**src/sfm_pkg.sv**
```systemverilog
// shared types and constants of the servo status frame matcher
package sfm_pkg;

  localparam int MAX_PARAMS = 8;
  localparam int RX_LIMIT   = 259;
  localparam int WIN        = MAX_PARAMS + 6;
  localparam int WIN_W      = $clog2(WIN);
  localparam int IDX_W      = $clog2(MAX_PARAMS);
  localparam int BEAT_W     = $clog2(MAX_PARAMS + 1);
  localparam int CNT_W      = 4;
  localparam int LEN_W      = 9;
  localparam int RXC_W      = 9;
  localparam int TICK_W     = 16;

  localparam logic [7:0]        HDR_BYTE = 8'hFF;
  localparam logic [7:0]        TOP_ID   = 8'd253;
  localparam logic [LEN_W-1:0]  LEN_MAX  = '1;
  localparam logic [TICK_W-1:0] TICK_MAX = '1;

  localparam logic [1:0] CFG_ID      = 2'd0;
  localparam logic [1:0] CFG_COUNT   = 2'd1;
  localparam logic [1:0] CFG_TIMEOUT = 2'd2;

  typedef enum logic [1:0] {
    FN_START = 2'd0,
    FN_REQ   = 2'd1,
    FN_RX    = 2'd2,
    FN_TICK  = 2'd3
  } func_t;

  typedef enum logic [1:0] {
    ST_OK      = 2'd0,
    ST_DEV_ERR = 2'd1,
    ST_TIMEOUT = 2'd2,
    ST_INVALID = 2'd3
  } status_t;

  typedef struct packed {
    logic clr;
    logic win_shift;
    logic req_shift;
  } cell_ctrl_t;

  typedef struct packed {
    logic                         vld;
    status_t                      st;
    logic [7:0]                   err;
    logic [BEAT_W-1:0]            beats;
    logic [MAX_PARAMS-1:0][7:0]   prm;
  } emit_req_t;

endpackage

```
**src/sfm_cell.sv**
```systemverilog
// one window cell: bus byte, request byte and suffix sum of the window
module sfm_cell (
  input  logic                clk,
  input  sfm_pkg::cell_ctrl_t ctrl,
  input  logic [7:0]          win_in,
  input  logic [7:0]          req_in,
  input  logic [7:0]          sum_in,
  input  logic [7:0]          rx_byte,
  output logic [7:0]          win_o,
  output logic [7:0]          req_o,
  output logic [7:0]          sum_o,
  output logic                eq_o
);

  logic [7:0] win_r, win_nxt;
  logic [7:0] req_r, req_nxt;
  logic [7:0] sum_r, sum_nxt;

  always_comb begin
    win_nxt = win_r;
    sum_nxt = sum_r;
    req_nxt = req_r;
    if (ctrl.clr) begin
      win_nxt = '0;
      sum_nxt = '0;
    end else if (ctrl.win_shift) begin
      win_nxt = win_in;
      sum_nxt = sum_in + rx_byte;
    end
    if (ctrl.req_shift) begin
      req_nxt = req_in;
    end
  end

  always_ff @(posedge clk) begin
    win_r <= win_nxt;
    sum_r <= sum_nxt;
    req_r <= req_nxt;
  end

  // compares the byte this cell would hold after the shift
  assign eq_o  = (win_in == req_r);
  assign win_o = win_r;
  assign req_o = req_r;
  assign sum_o = sum_r;

endmodule

```
**src/sfm_emit.sv**
```systemverilog
// output stage that plays out the results of one transaction
module sfm_emit (
  input  logic                 clk,
  input  logic                 rst_n,
  input  sfm_pkg::emit_req_t   ld,
  output logic                 free,
  output logic                 out_tvalid,
  input  logic                 out_tready,
  output logic [23:0]          out_tdata,
  output logic [1:0]           out_tuser,
  output logic                 out_tlast
);

  logic                                     vld_r, vld_nxt;
  logic [sfm_pkg::BEAT_W-1:0]               rem_r, rem_nxt;
  logic [sfm_pkg::IDX_W-1:0]                idx_r, idx_nxt;
  sfm_pkg::status_t                         st_r, st_nxt;
  logic [7:0]                               err_r, err_nxt;
  logic [sfm_pkg::MAX_PARAMS-1:0][7:0]      prm_r, prm_nxt;
  logic                                     beat;
  logic                                     last;

  assign beat = vld_r & out_tready;
  assign last = (rem_r == sfm_pkg::BEAT_W'(1));
  assign free = ~vld_r | (beat & last);

  always_comb begin
    vld_nxt = vld_r;
    rem_nxt = rem_r;
    idx_nxt = idx_r;
    st_nxt  = st_r;
    err_nxt = err_r;
    prm_nxt = prm_r;
    if (beat) begin
      if (last) begin
        vld_nxt = 1'b0;
      end else begin
        rem_nxt = rem_r - sfm_pkg::BEAT_W'(1);
        idx_nxt = idx_r + sfm_pkg::IDX_W'(1);
        prm_nxt = {8'h00, prm_r[sfm_pkg::MAX_PARAMS-1:1]};
      end
    end
    if (ld.vld) begin
      vld_nxt = 1'b1;
      rem_nxt = ld.beats;
      idx_nxt = '0;
      st_nxt  = ld.st;
      err_nxt = ld.err;
      prm_nxt = ld.prm;
    end
  end

  always_ff @(posedge clk) begin
    if (!rst_n) begin
      vld_r <= 1'b0;
    end else begin
      vld_r <= vld_nxt;
    end
  end

  always_ff @(posedge clk) begin
    rem_r <= rem_nxt;
    idx_r <= idx_nxt;
    st_r  <= st_nxt;
    err_r <= err_nxt;
    prm_r <= prm_nxt;
  end

  assign out_tvalid = vld_r;
  assign out_tlast  = last;
  assign out_tuser  = st_r;
  assign out_tdata  = {5'd0, prm_r[0], idx_r, err_r};

endmodule

```
**src/servo_status_frame_matcher_top.sv**
```systemverilog
// top level of the servo status frame matcher
// Takes one request per clock while in_tready is high: start, request frame byte, bus byte or
// timer tick. Bus bytes shift through a row of 14 cells that keep the newest window, the loaded
// request frame and running suffix sums, so frame, checksum and echo checks settle in the
// accepting cycle. A match plays out one result per parameter byte (one result if the frame has
// none) through a single output register, one per cycle while out_tready is high; in_tready is
// held low until the output register has handed over its last result. A failure gives one result.
module servo_status_frame_matcher_top (
  input  logic        clk,
  input  logic        rst_n,
  input  logic        in_tvalid,
  output logic        in_tready,
  input  logic [7:0]  in_tdata,   // data
  input  logic [1:0]  in_tuser,   // func
  output logic        out_tvalid,
  input  logic        out_tready,
  output logic [23:0] out_tdata,  // error_code, param_index, param_byte, zero pad
  output logic [1:0]  out_tuser,  // status
  output logic        out_tlast,
  input  logic        cfg_valid,
  output logic        cfg_ready,
  input  logic [1:0]  cfg_index,
  input  logic [15:0] cfg_data
);

  localparam int W = sfm_pkg::WIN;

  logic [7:0]                       id_r;
  logic [sfm_pkg::CNT_W-1:0]        cnt_r;
  logic [sfm_pkg::TICK_W-1:0]       tmo_r;
  logic [sfm_pkg::LEN_W-1:0]        len_r, len_nxt;
  logic [sfm_pkg::RXC_W-1:0]        rxc_r, rxc_nxt;
  logic [sfm_pkg::TICK_W-1:0]       et_r, et_nxt;
  logic                             fin_r, fin_nxt;

  logic                             acc;
  sfm_pkg::func_t                   fn;
  sfm_pkg::cell_ctrl_t              ctrl;
  sfm_pkg::emit_req_t               ld;
  logic                             free;

  logic [7:0] win_o [W];
  logic [7:0] req_o [W];
  logic [7:0] sum_o [W];
  logic [7:0] v     [W];
  logic [W-1:0] eq;

  logic                             cnt_ok;
  logic [sfm_pkg::WIN_W-1:0]        base;
  logic [sfm_pkg::LEN_W-1:0]        rs;
  logic                             hit;
  logic                             echo;
  logic [7:0]                       err_b;
  logic [sfm_pkg::MAX_PARAMS-1:0][7:0] prm;
  logic [4:0]                       pidx;
  logic [sfm_pkg::TICK_W-1:0]       lim;

  assign cfg_ready = 1'b1;
  assign in_tready = free;
  assign acc       = in_tvalid & free;
  assign fn        = sfm_pkg::func_t'(in_tuser);

  always_ff @(posedge clk) begin
    if (!rst_n) begin
      id_r  <= 8'd1;
      cnt_r <= sfm_pkg::CNT_W'(2);
      tmo_r <= sfm_pkg::TICK_W'(10);
    end else if (cfg_valid) begin
      unique case (cfg_index)
        sfm_pkg::CFG_ID:      id_r  <= cfg_data[7:0];
        sfm_pkg::CFG_COUNT:   cnt_r <= cfg_data[sfm_pkg::CNT_W-1:0];
        sfm_pkg::CFG_TIMEOUT: tmo_r <= cfg_data;
        default: ;
      endcase
    end
  end

  // window cells, newest byte at the top end
  for (genvar i = 0; i < W; i++) begin : g_cell
    logic [7:0] win_in, req_in, sum_in;
    if (i == W - 1) begin : g_top
      assign win_in = in_tdata;
      assign req_in = in_tdata;
      assign sum_in = 8'h00;
    end else begin : g_mid
      assign win_in = win_o[i+1];
      assign req_in = req_o[i+1];
      assign sum_in = sum_o[i+1];
    end
    assign v[i] = win_in;
    sfm_cell u_cell (
      .clk     (clk),
      .ctrl    (ctrl),
      .win_in  (win_in),
      .req_in  (req_in),
      .sum_in  (sum_in),
      .rx_byte (in_tdata),
      .win_o   (win_o[i]),
      .req_o   (req_o[i]),
      .sum_o   (sum_o[i]),
      .eq_o    (eq[i])
    );
  end

  // frame check on the window as it stands after this byte
  always_comb begin
    cnt_ok = (cnt_r <= sfm_pkg::CNT_W'(sfm_pkg::MAX_PARAMS));
    base   = cnt_ok ? sfm_pkg::WIN_W'(W - 6) - sfm_pkg::WIN_W'(cnt_r) : '0;
    rs     = sfm_pkg::LEN_W'(cnt_r) + sfm_pkg::LEN_W'(6);
    echo   = (len_r == rs);
    for (int i = 0; i < W; i++) begin
      if (sfm_pkg::WIN_W'(i) >= base && !eq[i]) echo = 1'b0;
    end
    err_b = v[base + sfm_pkg::WIN_W'(4)];
    hit   = cnt_ok && (rxc_nxt >= rs)
            && (v[base] == sfm_pkg::HDR_BYTE)
            && (v[base + sfm_pkg::WIN_W'(1)] == sfm_pkg::HDR_BYTE)
            && (v[base + sfm_pkg::WIN_W'(2)] == id_r)
            && (v[base + sfm_pkg::WIN_W'(3)] == 8'(cnt_r) + 8'd2)
            && (in_tdata == ~sum_o[base + sfm_pkg::WIN_W'(3)])
            && !echo;
    for (int k = 0; k < sfm_pkg::MAX_PARAMS; k++) begin
      pidx   = 5'(base) + 5'(5 + k);
      prm[k] = 8'h00;
      if (k < int'(cnt_r) && pidx < 5'(W)) prm[k] = v[pidx[sfm_pkg::WIN_W-1:0]];
    end
  end

  assign rxc_nxt = rxc_r + sfm_pkg::RXC_W'(1);
  assign lim     = (tmo_r == '0) ? sfm_pkg::TICK_W'(1) : tmo_r;

  always_comb begin
    len_nxt  = len_r;
    et_nxt   = et_r;
    fin_nxt  = fin_r;
    ctrl     = '0;
    ld       = '0;
    ld.beats = sfm_pkg::BEAT_W'(1);
    ld.st    = sfm_pkg::ST_INVALID;
    if (acc) begin
      unique case (fn)
        sfm_pkg::FN_START: begin
          ctrl.clr = 1'b1;
          len_nxt  = '0;
          et_nxt   = '0;
          fin_nxt  = 1'b0;
          if (id_r > sfm_pkg::TOP_ID || !cnt_ok) begin
            fin_nxt = 1'b1;
            ld.vld  = 1'b1;
          end
        end
        sfm_pkg::FN_REQ: begin
          if (!fin_r) begin
            ctrl.req_shift = (len_r < sfm_pkg::LEN_W'(W));
            if (len_r != sfm_pkg::LEN_MAX) len_nxt = len_r + sfm_pkg::LEN_W'(1);
          end
        end
        sfm_pkg::FN_RX: begin
          if (!fin_r) begin
            ctrl.win_shift = 1'b1;
            if (hit) begin
              fin_nxt  = 1'b1;
              ld.vld   = 1'b1;
              ld.st    = (err_b == 8'h00) ? sfm_pkg::ST_OK : sfm_pkg::ST_DEV_ERR;
              ld.err   = err_b;
              ld.prm   = prm;
              ld.beats = (cnt_r == '0) ? sfm_pkg::BEAT_W'(1) : sfm_pkg::BEAT_W'(cnt_r);
            end else if (rxc_nxt >= sfm_pkg::RXC_W'(sfm_pkg::RX_LIMIT)) begin
              fin_nxt = 1'b1;
              ld.vld  = 1'b1;
            end
          end
        end
        sfm_pkg::FN_TICK: begin
          if (!fin_r) begin
            if (et_r != sfm_pkg::TICK_MAX) et_nxt = et_r + sfm_pkg::TICK_W'(1);
            if (et_nxt > lim) begin
              fin_nxt = 1'b1;
              ld.vld  = 1'b1;
              ld.st   = (rxc_r == '0) ? sfm_pkg::ST_TIMEOUT : sfm_pkg::ST_INVALID;
            end
          end
        end
        default: ;
      endcase
    end
  end

  always_ff @(posedge clk) begin
    if (!rst_n) begin
      len_r <= '0;
      rxc_r <= '0;
      et_r  <= '0;
      fin_r <= 1'b1;
    end else begin
      len_r <= len_nxt;
      et_r  <= et_nxt;
      fin_r <= fin_nxt;
      if (ctrl.clr) begin
        rxc_r <= '0;
      end else if (ctrl.win_shift) begin
        rxc_r <= rxc_nxt;
      end
    end
  end

  sfm_emit u_emit (
    .clk        (clk),
    .rst_n      (rst_n),
    .ld         (ld),
    .free       (free),
    .out_tvalid (out_tvalid),
    .out_tready (out_tready),
    .out_tdata  (out_tdata),
    .out_tuser  (out_tuser),
    .out_tlast  (out_tlast)
  );

endmodule

```
**config.mk**
```make
export PLATFORM = sky130hd
export DESIGN_NAME = servo_status_frame_matcher_top
export DESIGN_NICKNAME = d
export VERILOG_FILES = /design/src/sfm_pkg.sv /design/src/sfm_cell.sv /design/src/sfm_emit.sv /design/src/servo_status_frame_matcher_top.sv
export SDC_FILE = /design/constraint.sdc
export NUM_CORES = 1
export LEC_CHECK = 0
export BUFFER_PORTS_ARGS = -buffer_cell sky130_fd_sc_hd__buf_2
export CAP_MARGIN = 20
export CORE_MARGIN = 5
export CORE_UTILIZATION = 50
export CTS_CLUSTER_SIZE = 28
export DETAILED_ROUTE_END_ITERATION = 6
export PLACE_DENSITY = 0.66
export SKIP_CTS_REPAIR_TIMING = 1
export SYNTH_ARGS = -nofsm -noshare
export SYNTH_HDL_FRONTEND = slang
export SYNTH_SLANG_ARGS = --single-unit
```
**constraint.sdc**
```tcl
create_clock -name clk -period 21.1 [get_ports clk]
set_input_delay 4.22 -clock clk [delete_from_list [all_inputs] [get_ports clk]]
set_output_delay 4.22 -clock clk [all_outputs]
set_load 0.02 [all_outputs]
```
* Word level (Yosys, flattened, before mapping)
Index checks and enable logic that the tools add are counted.
** Word-level totals
- Output and inout port bits :: 30
- Logic and storage cells :: 374
- Bits in registers :: 465
** Operators by class
- Reductions and logical operators :: 68
- Equality and inequality tests :: 32
- Add/sub/neg operators :: 33
- Muxes and demuxes :: 108
- Bitwise logic cells :: 24
- Magnitude comparators :: 49
** Operator list (count)
- 8-bit binary-select mux with 4-bit select :: 14
- 8-bit two-way mux :: 36
- 64-bit two-way mux :: 3
- 79-bit two-way mux :: 2
- 8-bit equality test :: 16
- 8-bit adder :: 13
- 16-bit two-way mux :: 6
- 78-bit two-way mux :: 1
- 76-bit two-way mux :: 1
- 5-bit >= comparator, second input constant :: 13
- 4-bit inverter with 5-bit output :: 13
- 5-bit by 4-bit < comparator with 1-bit output, second input constant :: 8
- 16-bit case mux with 2 select lines :: 1
- 1-bit two-way mux :: 30
- 1-bit logical AND :: 29
- 4-bit by 4-bit adder with 5-bit output, second input constant :: 5
- 4-bit >= comparator, first input constant :: 6
- 4-bit by 3-bit adder with 5-bit output, second input constant :: 4
- 4-bit two-way mux :: 5
- 9-bit by 1-bit adder with 9-bit output, second input constant :: 2
- 9-bit two-way mux :: 2
- 9-bit case mux with 2 select lines :: 1
- 16-bit by 1-bit adder with 16-bit output, second input constant :: 1
- 8-bit equality test, second input constant :: 2
- 48 further kinds :: 100

* Logic depth before layout (Yosys ltp)
Gate-level depths: netlist of run 1.
- Word-level depth :: 26
- Gate-level depth with buffers :: 30
- Depth with buffers taken out :: 20

* By module
A second synthesis of run 1 with hierarchy kept.
** Unflattened totals
- Cells, all modules :: 3507
- Area, all modules :: 33743.6 um2
** Modules (own cells, without submodules)
- servo_status_frame_matcher_top :: instances 1, area each 12559.5 um2, seq. area each 1261.2 um2, cells each 1641
- sfm_cell (g_cell[2].u_cell ...) :: instances 7, area each 1268.7 um2, seq. area each 560.5 um2, cells each 119
- sfm_cell (g_cell[0].u_cell ...) :: instances 6, area each 1262.5 um2, seq. area each 560.5 um2, cells each 119
- sfm_emit :: instances 1, area each 3470.8 um2, seq. area each 2422.3 um2, cells each 201
- sfm_cell (g_cell[9].u_cell) :: instances 1, area each 1257.5 um2, seq. area each 560.5 um2, cells each 118

* Worst setup path after synthesis of run 1
OpenSTA, ideal clock, no wires.
- Path kind :: input-to-reg
- Start point :: input port in_tuser[0]
- End point :: register g_cell[0].u_cell.req_r[0], enable pin
- Library setup time :: 0.784 ns
- Arrival time :: 13.408 ns
- Path buffers :: 1
- Stages on the path :: 4
- Required time :: 20.316 ns
- Slack :: 6.908 ns
- Path through :: clkbuf_1 nand2b_1 or4_1 a311oi_1
** RTL lines
- start: declaration :: line servo_status_frame_matcher_top.sv:14 : input logic [1:0] in_tuser,
- end signal: assignment :: line sfm_cell.sv:38 : req_r <= req_nxt;
- end: declaration :: line sfm_cell.sv:16 : logic [7:0] req_r, req_nxt;

* Worst setup path after layout of run 1
- Start point :: input port out_tready
- End point :: output port in_tready
** Between the ends
- Cells in the longest elaborated chain, start to end :: 3
** Ends and longest elaborated chain
- start: declaration :: line servo_status_frame_matcher_top.sv:16 : input logic out_tready,
- 1-bit AND :: line sfm_emit.sv:23 : assign beat = vld_r & out_tready;
- 1-bit AND :: line sfm_emit.sv:25 : assign free = ~vld_r | (beat & last);
- 1-bit OR :: line sfm_emit.sv:25
- end: declaration :: line servo_status_frame_matcher_top.sv:12 : output logic in_tready,
Every way passes these cells.

==> results.json, run 1 <==
{
  "clock-sinks": 465,
  "met2_length_um": 50000,
  "place_congestion": 1.04,
  "ys.flop_type": "dfxtp_1",
  "cts_root_buf": "clkbuf_16",
  "synth_edf_count": 190,
  "numCtsBuffers": 51,
  "relSlewSlack_pct": 15.8,
  "grt_pass1_wl_um": 172000,
  "insertion_delay_ns": 0.61,
  "grt-ovfl-total": 0,
  "initialDrtViolationCount": 3804,
  "yosys_warnings": 0,
  "synth_top_area_cell": "edfxtp_1",
  "postRouteAntennaNets": 0,
  "grt_usage_pct": 32.0,
  "crit_type": "primary input to output pin",
  "syn_inst": 3742,
  "status": "complete, no violations",
  "die_area_um2": 69300,
  "drt-met1-wl_um": 46200,
  "cts_tree": "done",
  "rr_startpoint": "cnt_r[1]",
  "yosysMostFrequentCell": "nand2_1",
  "crit_path_start_kind": "primary input",
  "ys_ff_latch": 465,
  "skew_ns": 0.0146,
  "synth-async-reset-ratio_pct": 0,
  "avgViaCountPerCell": 6.40,
  "drive_above_1_share_pct": 8.53,
  "drv_slew": 0,
  "port_buffers": 56,
  "pin_count": 63,
  "cts.path.max_buffers": 3,
  "peakVddDrop_uv": 103,
  "synth_area_per_cell_um2": 8.57,
  "drt_wl_total_um": 116000,
  "ys_seq_area_share_pct": 35.0,
  "maxCapViolCount": 0,
  "tightest_slew_ns": 1.24,
  "powerDensity_nw_per_um2": 68.3,
  "start_util_pct": 50.6,
  "firstDrtPassIters": 6,
  "setup-violations-final": 0,
  "nets": 3749,
  "fmax_mhz": 112,
  "routed.top_layer": "met4",
  "dpl.cell_count": 4362,
  "synth.area.top_cells": "edfxtp_1 18%, dfxtp_1 17%, nand2_1 6.1%, mux2i_1 5.8%, a21oi_1 5.2%",
  "hold_viol": 0,
  "hpwl_um": 82300,
  "syn_to_final_growth_pct": 6.62,
  "coreArea_um2": 63300,
  "p_leak_nw": 12.9,
  "cts_htree_levels": 2,
  "grt_max_degree": 136,
  "yosys-top-cells-count": "525 x nand2_1, 335 x a21oi_1, 283 x nor2_1, 275 x dfxtp_1, 228 x clkbuf_1",
  "worstPathCellList": "buf_2 > nand2_1 > nand2_1 > buf_2",
  "post-route-period-util_pct": 42.5,
  "avgRoutedWirePerCell_um": 26.1,
  "crit_path_top_delay_cell": "buf_2",
  "worstHoldPathType": "flop to flop",
  "dieWidth_um": 263,
  "yosysTopAreaCellShare_pct": 17.8,
  "antenna_found_initial": 1,
  "grt_pass1_vias": 26500,
  "end_kind": "output pin",
  "wl_met3_um": 10900,
  "whs_ns": 0.455,
  "crit_start": "out_tready",
  "vias": 28600,
  "drc_errors": 0,
  "rsz0062_at_grt": "no",
  "crit_path_max_incr_delay_ns": 0.21,
  "fin_cells": 4458,
  "critPathArrivalTime_ns": 4.74,
  "cp.required_ns": 16.88,
  "fin_crit_ns": 8.96,
  "clk_pin_slew_ns": 0.06,
  "die_y_um": 263,
  "hold_start": "g_cell[8].u_cell.win_o[7]",
  "cp_max_fo": 5,
  "synth_cell_types": 108,
  "power_mw": 2.34,
  "rows": 92,
  "syn_area_um2": 32100,
  "fin_setup_tns_ns": 0
}
-- worst max-delay path, delay by kind of cell --
kind	cells	cell delay, ns
simple gates	2	0.22
buf+inv	2	0.30
-- cell type report --
class	count	area [um^2]
inverter	91	347
timing repair buffer	121	805
clock buffer	64	1430
tap	846	1060
fill	5888	29100
sequential	465	11200
antenna	2	5.00
clock inverter	30	285
multi-input combinational	2839	19000
-- state kept, by name, summed over array words and instances, names as in the netlist --
register / flops
g_cell.u_cell.sum_o: 104
et_r: 16
g_cell.u_cell.req_o: 112
rxc_r: 9
u_emit.rem_r: 4
u_emit.out_tdata: 8
fin_r: 1
len_r: 9
u_emit.out_tuser: 2
id_r: 8
u_emit.out_tvalid: 1
cnt_r: 4
tmo_r: 16
u_emit.prm_r: 56
u_emit.err_r: 8
g_cell.u_cell.win_o: 104
u_emit.idx_r: 3
-- per-stage QoR --
| step | util [%] | cell area (um^2) | setup WS, ns |
|---|---|---|---|
| 2_1_floorplan | - | 32100 | 6.91 |
| 3_3_place_gp | 51.2 | 32400 | 12.16 |
| 3_5_place_dp | 51.3 | 32500 | 12.15 |
| 4_1_cts | 54.0 | 34200 | 12.15 |
| 5_1_grt | 54.0 | 34200 | 12.08 |
| 6_report | 54.0 | 34200 | 12.14 |
-- cells by family (layout without fill, tap and decap cells) --
kind of cell	Yosys count	count (layout)	share of synthesized area [%]
XOR/XNOR	261	261	7.18
multiplexers	237	237	8.25
AO/OA/AOI/OAI	980	980	20.4
buffers and inverters	442	306	5.98
adder cells (fa/ha/maj)	147	147	6.04
AND/OR/NAND/NOR	1208	1208	17.2
other	2	8	0.0234
flip-flops	465	465	35.0
-- final timing paths --
| check | cells after the start | slack [ns] | end |
|---|---|---|---|
| min | 2 | 0.46 | g_cell[8].u_cell.win_o[7] |
| min reg2reg | 2 | 0.46 | g_cell[8].u_cell.win_o[7] |
| max reg2reg | 18 | 12.27 | u_emit.out_tdata[11] |
| max | 4 | 12.14 | in_tready |
-- metal layers --
layer,vias up,GRT usage [%]
met5,-,0
met4,0,20.2
met3,401,6.46
met2,1435,48.9
met1,13600,41.7
li1,13100,-
-- where the power goes --
group | switching, mW | leakage, nW | internal [mW] | total [mW]
registers | 0.0234 | 3.98 | 0.950 | 0.973
logic | 0.298 | 8.07 | 0.154 | 0.452
clock network | 0.380 | 0.842 | 0.530 | 0.910
-- cells in the final DEF, fill, tap and decap left out, types with 25 or more instances in the layout --
cell | Yosys | final
nand2_1 | 525 | 525
a21oi_1 | 335 | 334
nor2_1 | 283 | 281
dfxtp_1 | 275 | 273
edfxtp_1 | 190 | 190
mux2i_1 | 185 | 185
xnor2_1 | 170 | 169
ha_1 | 134 | 133
o21ai_0 | 104 | 101
xor2_1 | 89 | 89
inv_1 | 84 | 86
nor3_1 | 76 | 74
a211oi_1 | 66 | 66
nor2b_1 | 64 | 63
buf_4 | 28 | 62
nand3_1 | 59 | 59
buf_2 | 52 | 56
a21o_1 | 54 | 54
clkbuf_16 | 0 | 52
a22oi_1 | 49 | 49
a22o_1 | 46 | 46
o22ai_1 | 41 | 41
nand4_1 | 37 | 37
nand2b_1 | 32 | 32
mux2_2 | 32 | 32
o211ai_1 | 28 | 28
nor4_1 | 28 | 28
a221oi_1 | 27 | 27
o2bb2ai_1 | 25 | 25
Power figures use the tool's default switching activity.
==> run 2, diff against run 1 <==
PLACE_DENSITY = 0.68   (was 0.66)
clock period = 7.45 ns   (was 21.1 ns; I/O delays follow)
==> results.json, run 2 (synthesis results as in run 1) <==
{
  "fin_setup_tns_ns": 0,
  "initialDrtViolationCount": 4037,
  "hold_viol": 0,
  "crit_path_top_delay_cell": "dfxtp_1",
  "powerDensity_nw_per_um2": 191,
  "pin_count": 63,
  "firstDrtPassIters": 6,
  "grt_pass1_wl_um": 179000,
  "clock-sinks": 465,
  "die_y_um": 263,
  "rows": 92,
  "relSlewSlack_pct": 15.1,
  "skew_ns": 0.0198,
  "grt-ovfl-total": 0,
  "fmax_mhz": 149,
  "grt_pass1_vias": 27000,
  "drive_above_1_share_pct": 8.74,
  "crit_path_max_incr_delay_ns": 0.70,
  "crit_type": "flop to flop",
  "tightest_slew_ns": 1.27,
  "dieWidth_um": 263,
  "hpwl_um": 86600,
  "rsz0062_at_grt": "no",
  "rrSetupSlack_ns": 0.73,
  "critPathArrivalTime_ns": 6.98,
  "die_area_um2": 69300,
  "cts_htree_levels": 2,
  "worstHoldPathType": "flop to flop",
  "crit_path_start_kind": "flop",
  "cp.required_ns": 7.72,
  "place_congestion": 1.09,
  "syn_to_final_growth_pct": 6.90,
  "cts_root_buf": "clkbuf_16",
  "worstPathCellList": "inv_1 > ha_4 > xor2_2 > nor2_4 > inv_2 > buf_4 > ha_1 > a21oi_1 > o21ai_0 > o21ai_0 > nand4bb_1 > o221ai_1 > nor4b_1 > nand4_1 > a211o_2 > buf_4 > inv_1",
  "n_antenna_cell": 0,
  "postRouteAntennaNets": 0,
  "crit_start": "cnt_r[1]",
  "final_common_cell": "nand2_1",
  "grt_usage_pct": 33.4,
  "end_kind": "flop",
  "port_buffers": 56,
  "drv_slew": 0,
  "coreArea_um2": 63300,
  "clk_pin_slew_ns": 0.06,
  "finalWorstSetupSlack_ns": 0.732,
  "avgRoutedWirePerCell_um": 27.0,
  "post-route-period-util_pct": 90.2,
  "antenna_found_initial": 3,
  "avgViaCountPerCell": 6.45,
  "p_leak_nw": 12.9,
  "grt_max_degree": 195,
  "endpoint": "u_emit.err_r[2]",
  "insertion_delay_ns": 0.61,
  "vias": 28800,
  "numCtsBuffers": 52,
  "nets": 3764,
  "rr_startpoint": "cnt_r[1]",
  "cp_max_fo": 64,
  "setup-violations-final": 0,
  "peakVddDrop_uv": 194,
  "r2r_cells": 17,
  "maxCapViolCount": 0,
  "largest_reg_flops": 112,
  "cts.path.max_buffers": 3,
  "cts_tree": "done",
  "fin_crit_ns": 6.72,
  "mostFrequentLayoutCells": "525 x nand2_1, 334 x a21oi_1, 281 x nor2_1, 273 x dfxtp_1, 190 x edfxtp_1",
  "post-place-ws_ns": 0.975,
  "status": "complete, no violations",
  "drc_errors": 0,
  "rr_endpoint": "u_emit.err_r[2]",
  "drt_wl_total_um": 121000,
  "start_util_pct": 50.6
}
run 2: cell count changes in the layout (fill, tap and decap cells not counted), sizes merged, moves of 3 or more:
cell | previous run | this run
buf | 121 | 135
clkbuf | 64 | 67
clkinv | 14 | 23
inv | 98 | 93
run 2: cell type report:
| cell class | instances | area, um^2 |
|---|---|---|
| clock inverters | 30 | 226 |
| clock buffers | 67 | 1440 |
| inverters | 91 | 347 |
| fillers | 5879 | 29000 |
| repair buffers | 135 | 936 |
| well taps | 846 | 1060 |
| flip-flops and latches | 465 | 11200 |
| multi-input cells | 2839 | 19000 |
run 2: metrics by stage:
stage	area (um^2)	std cells	util (%)	power (mW)	hold slack (ns)
after global routing	34300	4473	54.1	6.77	0.475
after detailed placement	32600	4376	51.5	4.05	0.446
after CTS	34300	4473	54.1	6.55	0.455
after global placement	32600	4376	51.5	4.05	0.444
final	34300	4473	54.1	6.56	0.454
after floorplan	32100	3746	-	3.64	0.431
run 2: power by group:
group	switching (mW)	internal (mW)
registers	0.0743	2.69
clock network	1.07	1.44
logic	0.835	0.445
run 2: metal layers:
layer | up-vias | part of all wire (%) | global-route usage (%)
li1 | 13200 | - | -
met1 | 13700 | 39 | 43.3
met2 | 1494 | 43 | 50.3
met3 | 452 | 9.2 | 7.21
met4 | 2 | 8.4 | 22.1
met5 | - | 0.011 | 0
run 2: worst min path at each step:
stage                                     startpoint                         to  slack, ns  cells after the start
after detailed placement   g_cell[0].u_cell.sum_o[0]  g_cell[0].u_cell.sum_o[0]       0.45                      2
final                      g_cell[0].u_cell.sum_o[0]  g_cell[0].u_cell.sum_o[0]       0.45                      2
after global routing      g_cell[10].u_cell.req_o[7]  g_cell[9].u_cell.req_o[7]       0.48                      0
after floorplan            g_cell[0].u_cell.sum_o[5]  g_cell[0].u_cell.sum_o[5]       0.43                      2
after CTS                  g_cell[0].u_cell.sum_o[0]  g_cell[0].u_cell.sum_o[0]       0.45                      2
after global placement     g_cell[0].u_cell.sum_o[5]  g_cell[0].u_cell.sum_o[5]       0.44                      2
run 2: worst max-delay path: cells and delay by family, from the launching register on:
family,cells,cell delay [ns]
xor+xnor,1,0.70
buf+inv,5,1.67
simple gates,4,1.20
fa+ha+maj,2,0.87
compound gates,5,1.16
flops,1,0.70
